===== src/rtl/rpn_pkg.sv =====
// Package for the RPN stack evaluator: word layouts, token and result codes,
// stack sizing constants. No dependencies.
`default_nettype none

package rpn_pkg;

   localparam int STACK_DEPTH = 32;
   localparam int DATA_W      = 32;
   localparam int PTR_W       = $clog2(STACK_DEPTH);
   localparam int CNT_W       = $clog2(STACK_DEPTH + 1);

   // token kinds
   localparam logic [2:0] MODE_PUSH  = 3'd0;
   localparam logic [2:0] MODE_ADD   = 3'd1;
   localparam logic [2:0] MODE_SUB   = 3'd2;
   localparam logic [2:0] MODE_MUL   = 3'd3;
   localparam logic [2:0] MODE_DIV   = 3'd4;
   localparam logic [2:0] MODE_PRINT = 3'd5;
   localparam logic [2:0] MODE_END   = 3'd6;

   // result kinds
   localparam logic [1:0] KIND_ELEM = 2'd0;
   localparam logic [1:0] KIND_DONE = 2'd1;
   localparam logic [1:0] KIND_ERR  = 2'd2;

   // error codes
   localparam logic [2:0] ERR_NONE        = 3'd0;
   localparam logic [2:0] ERR_PRINT_EMPTY = 3'd1;
   localparam logic [2:0] ERR_UNDERFLOW   = 3'd2;
   localparam logic [2:0] ERR_DIV_ZERO    = 3'd3;
   localparam logic [2:0] ERR_FINAL_COUNT = 3'd4;
   localparam logic [2:0] ERR_OVERFLOW    = 3'd5;

   typedef struct packed {
      logic [2:0]               mode;
      logic signed [DATA_W-1:0] number;
   } req_word_type;

   typedef struct packed {
      logic [1:0]               kind;
      logic signed [DATA_W-1:0] element;
      logic [2:0]               error_code;
      logic                     last;
   } rsp_word_type;

endpackage

`default_nettype wire


===== src/rtl/rpn_stack_ram.sv =====
// Synchronous single-write, single-read RAM with registered read data.
// Holds the operand stack entries below the top of stack. No dependencies.
`default_nettype none

module rpn_stack_ram #(
   parameter int DEPTH = 32,
   parameter int WIDTH = 32
) (
   input  wire logic                     clock,
   input  wire logic                     wr_en,
   input  wire logic [$clog2(DEPTH)-1:0] wr_addr,
   input  wire logic [WIDTH-1:0]         wr_data,
   input  wire logic                     rd_en,
   input  wire logic [$clog2(DEPTH)-1:0] rd_addr,
   output logic      [WIDTH-1:0]         rd_data
);

   logic [WIDTH-1:0] mem_ff [DEPTH];
   logic [WIDTH-1:0] rd_data_ff;

   always_ff @(posedge clock) begin
      if (wr_en) begin
         mem_ff[wr_addr] <= wr_data;
      end
      if (rd_en) begin
         rd_data_ff <= mem_ff[rd_addr];
      end
   end

   assign rd_data = rd_data_ff;

endmodule

`default_nettype wire


===== src/rtl/rpn_divider.sv =====
// Iterative signed divider, one quotient bit per cycle, truncating toward zero.
// Depends on rpn_pkg for the data width.
`default_nettype none

module rpn_divider
   import rpn_pkg::*;
(
   input  wire logic              clock,
   input  wire logic              reset,
   input  wire logic              start,
   input  wire logic [DATA_W-1:0] dividend,
   input  wire logic [DATA_W-1:0] divisor,
   output logic                   done,
   output logic      [DATA_W-1:0] quotient
);

   localparam int STEP_W = $clog2(DATA_W);

   logic              busy_ff, busy_in;
   logic              done_ff, done_in;
   logic [STEP_W-1:0] step_ff, step_in;
   logic [DATA_W-1:0] rem_ff, rem_in;
   logic [DATA_W-1:0] quo_ff, quo_in;
   logic [DATA_W-1:0] dsr_ff, dsr_in;
   logic              neg_ff, neg_in;
   logic [DATA_W:0]   trial;

   always_comb begin
      busy_in = busy_ff;
      done_in = 1'b0;
      step_in = step_ff;
      rem_in  = rem_ff;
      quo_in  = quo_ff;
      dsr_in  = dsr_ff;
      neg_in  = neg_ff;
      trial   = {rem_ff, quo_ff[DATA_W-1]} - {1'b0, dsr_ff};
      if (start) begin
         // take magnitudes; the most negative value maps to itself as unsigned
         busy_in = 1'b1;
         step_in = '0;
         rem_in  = '0;
         quo_in  = dividend[DATA_W-1] ? (~dividend + DATA_W'(1)) : dividend;
         dsr_in  = divisor[DATA_W-1] ? (~divisor + DATA_W'(1)) : divisor;
         neg_in  = dividend[DATA_W-1] ^ divisor[DATA_W-1];
      end else if (busy_ff) begin
         if (!trial[DATA_W]) begin
            rem_in = trial[DATA_W-1:0];
            quo_in = {quo_ff[DATA_W-2:0], 1'b1};
         end else begin
            rem_in = {rem_ff[DATA_W-2:0], quo_ff[DATA_W-1]};
            quo_in = {quo_ff[DATA_W-2:0], 1'b0};
         end
         step_in = step_ff + STEP_W'(1);
         if (step_ff == STEP_W'(DATA_W - 1)) begin
            busy_in = 1'b0;
            done_in = 1'b1;
         end
      end
   end

   always_ff @(posedge clock) begin
      if (reset) begin
         busy_ff <= 1'b0;
         done_ff <= 1'b0;
      end else begin
         busy_ff <= busy_in;
         done_ff <= done_in;
      end
      step_ff <= step_in;
      rem_ff  <= rem_in;
      quo_ff  <= quo_in;
      dsr_ff  <= dsr_in;
      neg_ff  <= neg_in;
   end

   assign done     = done_ff;
   assign quotient = neg_ff ? (~quo_ff + DATA_W'(1)) : quo_ff;

endmodule

`default_nettype wire


===== src/rtl/rpn_stack_evaluator_unit.sv =====
// Top level of the RPN stack evaluator: token sequencer, top-of-stack register,
// result register. Depends on rpn_pkg, rpn_stack_ram and rpn_divider.
//
// Usage:
//   req channel (req_valid / req_stall / req_word) carries one token per word:
//   push, add, subtract, multiply, divide, print or end. rsp channel
//   (rsp_valid / rsp_stall / rsp_word) returns printed elements, the final
//   value, or one error word. A word moves when valid is high and stall low.
//   The top of stack lives in a register; the entries below it live in a
//   synchronous RAM with one read port, so an operator needs one read and a
//   print reads one entry per element below the top.
// Steps per token:
//   push, end, and print of one element: taken and done in the idle state.
//   add, subtract, multiply: RAM read, then execute.
//   divide: RAM read, start, 32 one-bit divider steps, writeback.
//   print of N elements: a RAM read, then a word, per entry below the top; then the top.
// Result latency: the result register loads in the cycle the word is decided;
//   it is visible the cycle after.
// Reset (synchronous, active high) empties the stack and clears the halt flag;
//   stack RAM contents are not cleared and never read before written.
// When rsp_stall holds, the result word holds and the idle and print states wait;
//   no token is taken until that word leaves, even one that gives no result.
// After an error or an end token the block halts: tokens are taken and dropped
//   until reset.
`default_nettype none

module rpn_stack_evaluator_unit
   import rpn_pkg::*;
(
   input  wire logic         clock,
   input  wire logic         reset,
   input  wire logic         req_valid,
   output logic              req_stall,
   input  wire req_word_type req_word,
   output logic              rsp_valid,
   input  wire logic         rsp_stall,
   output rsp_word_type      rsp_word
);

   typedef enum logic [2:0] {
      ST_IDLE,
      ST_OP,
      ST_DIV,
      ST_PRINT_RD,
      ST_PRINT_WR,
      ST_PRINT_TOP
   } state_type;

   state_type         state_ff, state_in;
   logic [CNT_W-1:0]  count_ff, count_in;
   logic              halted_ff, halted_in;
   logic [DATA_W-1:0] top_ff, top_in;
   logic [2:0]        op_ff, op_in;
   logic [PTR_W-1:0]  idx_ff, idx_in;
   logic              rsp_valid_ff, rsp_valid_in;
   rsp_word_type      rsp_word_ff, rsp_word_in;

   logic              rsp_free;
   logic              req_accept;
   logic              rsp_load;

   logic              ram_wr_en;
   logic [PTR_W-1:0]  ram_wr_addr;
   logic              ram_rd_en;
   logic [PTR_W-1:0]  ram_rd_addr;
   logic [DATA_W-1:0] ram_rd_data;

   logic              div_start;
   logic              div_done;
   logic [DATA_W-1:0] div_quotient;

   logic [CNT_W-1:0]  count_dec;
   logic [CNT_W-1:0]  count_dec2;
   logic [2*DATA_W-1:0] product;

   // result register can take a new word this cycle
   assign rsp_free   = !rsp_valid_ff || !rsp_stall;
   assign req_stall  = (state_ff != ST_IDLE) || !rsp_free;
   assign req_accept = req_valid && !req_stall;

   assign count_dec  = count_ff - CNT_W'(1);
   assign count_dec2 = count_ff - CNT_W'(2);
   assign product    = {{DATA_W{1'b0}}, ram_rd_data} * {{DATA_W{1'b0}}, top_ff};

   rpn_stack_ram #(
      .DEPTH(STACK_DEPTH),
      .WIDTH(DATA_W)
   ) u_ram (
      .clock  (clock),
      .wr_en  (ram_wr_en),
      .wr_addr(ram_wr_addr),
      .wr_data(top_ff),
      .rd_en  (ram_rd_en),
      .rd_addr(ram_rd_addr),
      .rd_data(ram_rd_data)
   );

   rpn_divider u_div (
      .clock   (clock),
      .reset   (reset),
      .start   (div_start),
      .dividend(ram_rd_data),
      .divisor (top_ff),
      .done    (div_done),
      .quotient(div_quotient)
   );

   always_comb begin
      state_in    = state_ff;
      count_in    = count_ff;
      halted_in   = halted_ff;
      top_in      = top_ff;
      op_in       = op_ff;
      idx_in      = idx_ff;
      rsp_load    = 1'b0;
      rsp_word_in = rsp_word_ff;
      ram_wr_en   = 1'b0;
      ram_wr_addr = count_dec[PTR_W-1:0];
      ram_rd_en   = 1'b0;
      ram_rd_addr = count_dec2[PTR_W-1:0];
      div_start   = 1'b0;

      unique case (state_ff)
         ST_IDLE: begin
            if (req_accept && !halted_ff) begin
               // default to an error word; arms below override or drop it
               rsp_word_in.kind       = KIND_ERR;
               rsp_word_in.element    = '0;
               rsp_word_in.last       = 1'b1;
               rsp_word_in.error_code = ERR_NONE;
               case (req_word.mode) inside
                  MODE_PUSH: begin
                     if (count_ff == CNT_W'(STACK_DEPTH)) begin
                        rsp_word_in.error_code = ERR_OVERFLOW;
                        rsp_load  = 1'b1;
                        halted_in = 1'b1;
                     end else begin
                        // spill the old top below the new one
                        ram_wr_en = (count_ff != '0);
                        top_in    = req_word.number;
                        count_in  = count_ff + CNT_W'(1);
                     end
                  end
                  MODE_ADD, MODE_SUB, MODE_MUL, MODE_DIV: begin
                     if (count_ff < CNT_W'(2)) begin
                        rsp_word_in.error_code = ERR_UNDERFLOW;
                        rsp_load  = 1'b1;
                        halted_in = 1'b1;
                     end else if (req_word.mode == MODE_DIV && top_ff == '0) begin
                        rsp_word_in.error_code = ERR_DIV_ZERO;
                        rsp_load  = 1'b1;
                        halted_in = 1'b1;
                     end else begin
                        ram_rd_en = 1'b1;
                        op_in     = req_word.mode;
                        state_in  = ST_OP;
                     end
                  end
                  MODE_PRINT: begin
                     if (count_ff == '0) begin
                        rsp_word_in.error_code = ERR_PRINT_EMPTY;
                        rsp_load  = 1'b1;
                        halted_in = 1'b1;
                     end else if (count_ff == CNT_W'(1)) begin
                        rsp_word_in.kind    = KIND_ELEM;
                        rsp_word_in.element = top_ff;
                        rsp_load            = 1'b1;
                     end else begin
                        idx_in   = '0;
                        state_in = ST_PRINT_RD;
                     end
                  end
                  MODE_END: begin
                     if (count_ff == CNT_W'(1)) begin
                        rsp_word_in.kind    = KIND_DONE;
                        rsp_word_in.element = top_ff;
                     end else begin
                        rsp_word_in.error_code = ERR_FINAL_COUNT;
                     end
                     rsp_load  = 1'b1;
                     halted_in = 1'b1;
                  end
                  default: begin
                     // undefined token: drop it
                  end
               endcase
            end
         end
         ST_OP: begin
            // ram_rd_data is the second entry, top_ff the top
            state_in = ST_IDLE;
            count_in = count_dec;
            case (op_ff)
               MODE_ADD: top_in = ram_rd_data + top_ff;
               MODE_SUB: top_in = ram_rd_data - top_ff;
               MODE_MUL: top_in = product[DATA_W-1:0];
               default: begin
                  div_start = 1'b1;
                  count_in  = count_ff;
                  state_in  = ST_DIV;
               end
            endcase
         end
         ST_DIV: begin
            if (div_done) begin
               top_in   = div_quotient;
               count_in = count_dec;
               state_in = ST_IDLE;
            end
         end
         ST_PRINT_RD: begin
            ram_rd_en   = 1'b1;
            ram_rd_addr = idx_ff;
            state_in    = ST_PRINT_WR;
         end
         ST_PRINT_WR: begin
            if (rsp_free) begin
               rsp_load               = 1'b1;
               rsp_word_in.kind       = KIND_ELEM;
               rsp_word_in.element    = ram_rd_data;
               rsp_word_in.error_code = ERR_NONE;
               rsp_word_in.last       = 1'b0;
               idx_in                 = idx_ff + PTR_W'(1);
               if (idx_ff == count_dec2[PTR_W-1:0]) begin
                  state_in = ST_PRINT_TOP;
               end else begin
                  state_in = ST_PRINT_RD;
               end
            end
         end
         ST_PRINT_TOP: begin
            if (rsp_free) begin
               rsp_load               = 1'b1;
               rsp_word_in.kind       = KIND_ELEM;
               rsp_word_in.element    = top_ff;
               rsp_word_in.error_code = ERR_NONE;
               rsp_word_in.last       = 1'b1;
               state_in               = ST_IDLE;
            end
         end
         default: state_in = ST_IDLE;
      endcase

      rsp_valid_in = rsp_load || (rsp_valid_ff && rsp_stall);
   end

   always_ff @(posedge clock) begin
      if (reset) begin
         state_ff     <= ST_IDLE;
         count_ff     <= '0;
         halted_ff    <= 1'b0;
         rsp_valid_ff <= 1'b0;
      end else begin
         state_ff     <= state_in;
         count_ff     <= count_in;
         halted_ff    <= halted_in;
         rsp_valid_ff <= rsp_valid_in;
      end
      top_ff <= top_in;
      op_ff  <= op_in;
      idx_ff <= idx_in;
      if (rsp_load) begin
         rsp_word_ff <= rsp_word_in;
      end
   end

   assign rsp_valid = rsp_valid_ff;
   assign rsp_word  = rsp_word_ff;

endmodule

`default_nettype wire


===== config.mk =====
export PLATFORM = sky130hd
export DESIGN_NAME = rpn_stack_evaluator_unit
export DESIGN_NICKNAME = d
export VERILOG_FILES = /design/src/rtl/rpn_pkg.sv /design/src/rtl/rpn_stack_ram.sv /design/src/rtl/rpn_divider.sv /design/src/rtl/rpn_stack_evaluator_unit.sv
export SDC_FILE = /design/constraint.sdc
export NUM_CORES = 2
export LEC_CHECK = 0
export ABC_AREA = 1
export BUFFER_PORTS_ARGS = -buffer_cell sky130_fd_sc_hd__clkbuf_2
export CORE_ASPECT_RATIO = 0.5
export CORE_MARGIN = 2
export CORE_UTILIZATION = 66
export CTS_BUF_LIST = sky130_fd_sc_hd__clkbuf_4
export DETAILED_ROUTE_END_ITERATION = 10
export PLACE_DENSITY = 0.89
export SETUP_SLACK_MARGIN = 0.05
export SLEW_MARGIN = 30
export SYNTH_ARGS = -nofsm -noshare
export SYNTH_HDL_FRONTEND = slang
export SYNTH_SLANG_ARGS = --single-unit

===== constraint.sdc =====
create_clock -name clock -period 9 [get_ports clock]
set_input_delay 1.8 -clock clock [delete_from_list [all_inputs] [get_ports clock]]
set_output_delay 1.8 -clock clock [all_outputs]
set_load 0.01 [all_outputs]

* Word level (Yosys, flattened, before mapping)
Memories as Yosys holds them, arrays and structs flattened. A register that Yosys moved wholly into a read port is not among the register bits.
Cells that the tools add are included.
** Cells by class
- Reduce and logical (&&, ||, !) cells :: 34
- $mul :: 1
- Mux-type cells :: 100
- $add $sub $neg :: 11
- Eq/ne operators :: 39
- Bitwise gates (word level) :: 8
- $lt $le $gt $ge :: 1
** Operators by type and width (number)
- $mux 32 :: 9
- $mux 34 :: 7
- $pmux 32 s3 :: 2
- $mux 38 :: 3
- $pmux 38 s3 :: 1
- $add 32x1->32 const B :: 3
- $not 32->32 :: 3
- $mux 3 :: 18
- $mux 5 :: 8
- $mux 1 :: 38
- $sub 33x32->33 :: 1
- $add 32x32->32 :: 1
- $logic_not 32->1 :: 1
- $mul 32x32->32 :: 1
- $sub 32x32->32 :: 1
- $mux 31 :: 1
- $mux 6 :: 5
- $reduce_and 6->1 :: 4
- $ne 2x2->1 const B :: 11
- $eq 3x2->1 const B :: 6
- $pmux 3 s6 :: 1
- $pmux 6 s3 :: 1
- $eq 3x3->1 const B :: 5
- $add 5x1->5 const B :: 2
- 34 further kinds :: 61
** Word-level totals
- Output and inout port bits :: 40
- Memory bits (writable) :: 1024
- Memories kept :: 1
- Register bits after elaboration :: 193
- Logic and storage cells :: 214
- Input port bits :: 39
** Memories
- u_ram.mem_ff :: depth 32, bits a word 32, rd ports 1, clocked after Yosys merged registers in 1, wr ports 1, RTL line rpn_stack_ram.sv:18 : logic [WIDTH-1:0] mem_ff [DEPTH];

* Logic depth before layout (Yosys ltp)
- Depth after elaboration :: 11
- Gate-level depth with buffers :: 37

* Cells and area by module
A second synthesis with hierarchy kept.
** Second synthesis, totals
- Cell total of the unflattened synthesis :: 8346
- Area, all modules :: 76382.0 um2
** Modules (own cells, without submodules)
- rpn_stack_ram :: instances 1, cells each 3536, area an instance 42726.0 um2
- rpn_stack_evaluator_unit :: instances 1, cells each 3329, area an instance 24205.7 um2
- rpn_divider :: instances 1, cells each 1481, area an instance 9450.3 um2

* Least setup slack after synthesis
Ideal clock, no wire load.
- Path type :: reg2reg
- Start :: register top_ff[5]
- End :: register top_ff[29], data pin
- Data required time :: 8.746 ns
- Library setup time :: 0.254 ns
- Slack :: 1.681 ns
- Arrival :: 7.066 ns
- Path buffers :: 3
- Stages on the path, launching flop included :: 31
- Path through :: edfxtp_1 > clkbuf_1 > clkbuf_1 > buf_1 > nand2_1 > inv_1 > fa_1 > fa_1 > fa_1 > inv_1 > fa_1 > inv_1 > fa_1 > inv_1 > fa_1 > inv_1 > fa_1 > fa_1 > ha_1 > a21oi_1 > o21ai_0 > a21oi_1 > nand3_1 > nand2_1 > o211ai_1 > nand2_1 > inv_1 > o21ai_0 > nand3_1 > nand3_1 > nand2_1
** On the way
- Word-level cells in the longest chain between the ends :: 3
** Ends and longest elaborated chain
- from (decl) :: RTL line rpn_stack_evaluator_unit.sv:52 : logic [DATA_W-1:0] top_ff, top_in;
- from (signal assigned) :: RTL line rpn_stack_evaluator_unit.sv:259 : top_ff <= top_in;
- $mul 32x32->32, or another cell as far along :: RTL line rpn_stack_evaluator_unit.sv:83 : assign product = {{DATA_W{1'b0}}, ram_rd_data} * {{DATA_W{1'b0}}, top_ff};
- $pmux 32 s3 * :: RTL line rpn_stack_evaluator_unit.sv:193 : case (op_ff)
- $pmux 32 s3 * :: RTL line rpn_stack_evaluator_unit.sv:123 : unique case (state_ff)
- net top_in[29] :: RTL line rpn_stack_evaluator_unit.sv:52
Mark *: on every way through the listed nets, which the timed path passes. The rest lies on a longest branch.
A chain may end at the register's enable or synchronous reset.

* Worst setup path after layout
- Start :: register top_ff[13]
- End :: register top_ff[28], data pin
Same word-level chain as after synthesis.

==> out/results.ini <==
[cts]
path_clk_slew_ns=0.08
cts_num_sinks=1249
htreeDepth=5
cts_tree=built
root_buffer=clkbuf_4
clock_latency_ns=1.32
cts_buffers=295
post_cts_resized=0
cts_setup_buffers=0
hold_buffers=0
cts.path.max_buffers=4

[sta]
fin_skew_ns=0.211
finalSetupTns_ns=0
hold_viol=0
drv_slew=0
layout_min_cycle_time_ns=7.87
slew_headroom=0.254
tightest_slew_ns=1.12
max_freq_mhz=127
rsz0062_at_grt=no
setup_viol=0
period_share=0.874

[worst_setup_path]
worstPathArrival_ns=8.81
crit_required_ns=9.95
cp_max_fo=41
startpoint_type=register
reg2regPathDepth=23
r2r_end=top_ff[28]
rr_startpoint=top_ff[13]
crit_type=reg2reg
end_kind=register
rrSetupSlack_ns=1.13

[route]
firstDrtPassIters=9
drcViolationCount=0
via_per_inst=6.54
wl_per_cell_um=25.8
drtIter0Drc=9526
routed_wirelength_um=234000
vias=59100
postRouteAntennaNets=0

[synthesis]
syn-instance-count=7281
async_flop_share=0
ys_seq_area_frac=0.508
yosysWarnings=0
ys_seq_elements=1249
avgSynthCellArea_um2=10.0
netlist_area_um2=72800
synth_nets=7932
synth_ff_type=edfxtp_1
ys_types=58
synth_edf_count=1199

[global_routing]
grt_util_met1=0.522
grt_pass1_vias=58700
top_usage_layer=met2
grt_max_degree=247
grt_first_pass_wirelength_um=347000
grt_util_met3=0.131
grt-ovfl-total=0
antenna_found_initial=15
grt_util_all_layers=0.414
use_met2=0.618

[hold_path]
hp-class=reg2reg
whs_path_depth=2
worstHoldStart=u_div.rem_ff[25]
whs_endpoint=u_div.rem_ff[25]

[cells_and_area]
mostFrequentLayoutCell=edfxtp_1
final_cell_mix=edfxtp_1 (1,199), nand2_1 (1,192), inv_1 (1,013), nor2_1 (775), o21ai_0 (717)
syn_to_final_growth_pct=7.63
drive_gt1_frac=0.101
nets=8059

[placed_design]
gp_congestion=1.02
port_buffers=78
dp_hpwl_um=145000

[floorplan]
start_util=0.663
die_area_um2=113000
die_x_um=474
coreArea_um2=110000
io_pins=79
fp.dieH_um=239
rows=86

[job]
cap_violations=0

[run_status]
status=finished clean

[Yosys cell counts (7+ instances only)]
cell,n,area [um^2]
inv_1,1014,3810
or2_2,9,56.3
xor2_1,86,753
fa_1,410,8210
edfxtp_1,1199,36000
o21a_1,8,60.1
inv_2,11,41.3
o211ai_1,51,383
xnor2_1,38,333
nor3_1,49,245
nand4_1,29,181
a21oi_1,174,871
nor4_1,13,81.3
nand3_1,275,1380
a31oi_1,45,282
ha_1,202,2530
nand2_1,1193,4480
buf_1,50,188
o21ai_1,84,420
dfxtp_1,50,1000
nand3b_1,14,105
o22ai_1,71,444
buf_2,108,541
o21ai_0,719,3600
o21bai_1,17,128
buf_4,18,135
buf_6,7,78.8
clkbuf_1,230,863
nor2_1,809,3040
a21o_1,16,120
o221ai_1,211,1850
[layout make-up]
type	count	area, um^2
clock inverters	56	303
multi-input cells	4588	30400
fillers	7380	31400
diodes	5	12.5
flip-flops and latches	1249	37000
well taps	1452	1820
repair buffers	244	1780
clock buffers	415	3120
inverters	1030	3890
[cells by family (layout without fill, tap and decap cells)]
family | after synthesis | in the layout | share of synthesized area
DFF | 1249 | 1249 | 0.508
adders and majority gates | 612 | 612 | 0.147
xor gates and xnor gates | 124 | 124 | 0.0149
and+or+nand+nor | 2428 | 2428 | 0.136
other | 0 | 5 | 0
buffers and inverters | 1444 | 1745 | 0.0781
AOI/OAI and AO/OA | 1424 | 1424 | 0.115
[critical path: stages (launching register included)]
cell,delay (ns)
edfxtp_1,1.04
buf_4,0.58
nand2_1,0.10
inv_1,0.08
fa_1,0.44
fa_1,0.49
inv_1,0.06
fa_1,0.49
fa_1,0.56
inv_1,0.06
fa_1,0.55
fa_1,0.43
fa_1,0.53
fa_1,0.42
ha_1,0.40
nand2_1,0.13
nor2_1,0.19
nand2_1,0.11
nor3_1,0.15
nand2_1,0.14
nand4_1,0.11
nand3_1,0.18
o211ai_1,0.22
nand2_1,0.10
[how the worst max path moves through the flow]
| stage | start | cells past startpoint | endpoint | slack (ns) |
|---|---|---|---|---|
| final | top_ff[13] | 23 | top_ff[28] | 1.13 |
| after floorplan | top_ff[5] | 30 | top_ff[29] | 1.68 |
| after detailed placement | top_ff[4] | 23 | top_ff[28] | 1.39 |
| after global placement | top_ff[4] | 23 | top_ff[28] | 1.39 |
| after global routing | top_ff[13] | 23 | top_ff[28] | 0.87 |
| after CTS | top_ff[13] | 23 | top_ff[28] | 1.35 |
[metrics by stage]
step	instances	worst slack [ns]	instance area (um^2)	util	hold WS, ns
after global placement	8554	1.39	74700	0.681	0.461
after global routing	9036	0.872	78300	0.714	0.494
after floorplan	7281	1.68	72800	-	0.436
after detailed placement	8556	1.39	74800	0.681	0.464
after CTS	9027	1.35	78200	0.712	0.478
final	9039	1.13	78300	0.714	0.476
[layer usage]
| metal | wire (um) | vias up | share of wire |
|---|---|---|---|
| met1 | 76800 | 27500 | 0.33 |
| met4 | 18400 | 12 | 0.079 |
| li1 | - | 24900 | - |
| met3 | 36900 | 1297 | 0.16 |
| met2 | 101000 | 5428 | 0.43 |
| met5 | 228 | - | 0.00098 |
[state kept, by name (all words and copies together), names as in the netlist, 3 cells and up]
register,flops
u_ram.mem_ff,1024
rsp_word,38
top_ff,32
u_div.dsr_ff,32
u_div.quo_ff,32
u_div.rem_ff,32
u_ram.rd_data,32
count_ff,6
idx_ff,5
u_div.step_ff,5
op_ff,3
state_ff,3
Power is not shown: default switching activity piles up to over one toggle a cycle in this logic, so the estimate is an artifact.
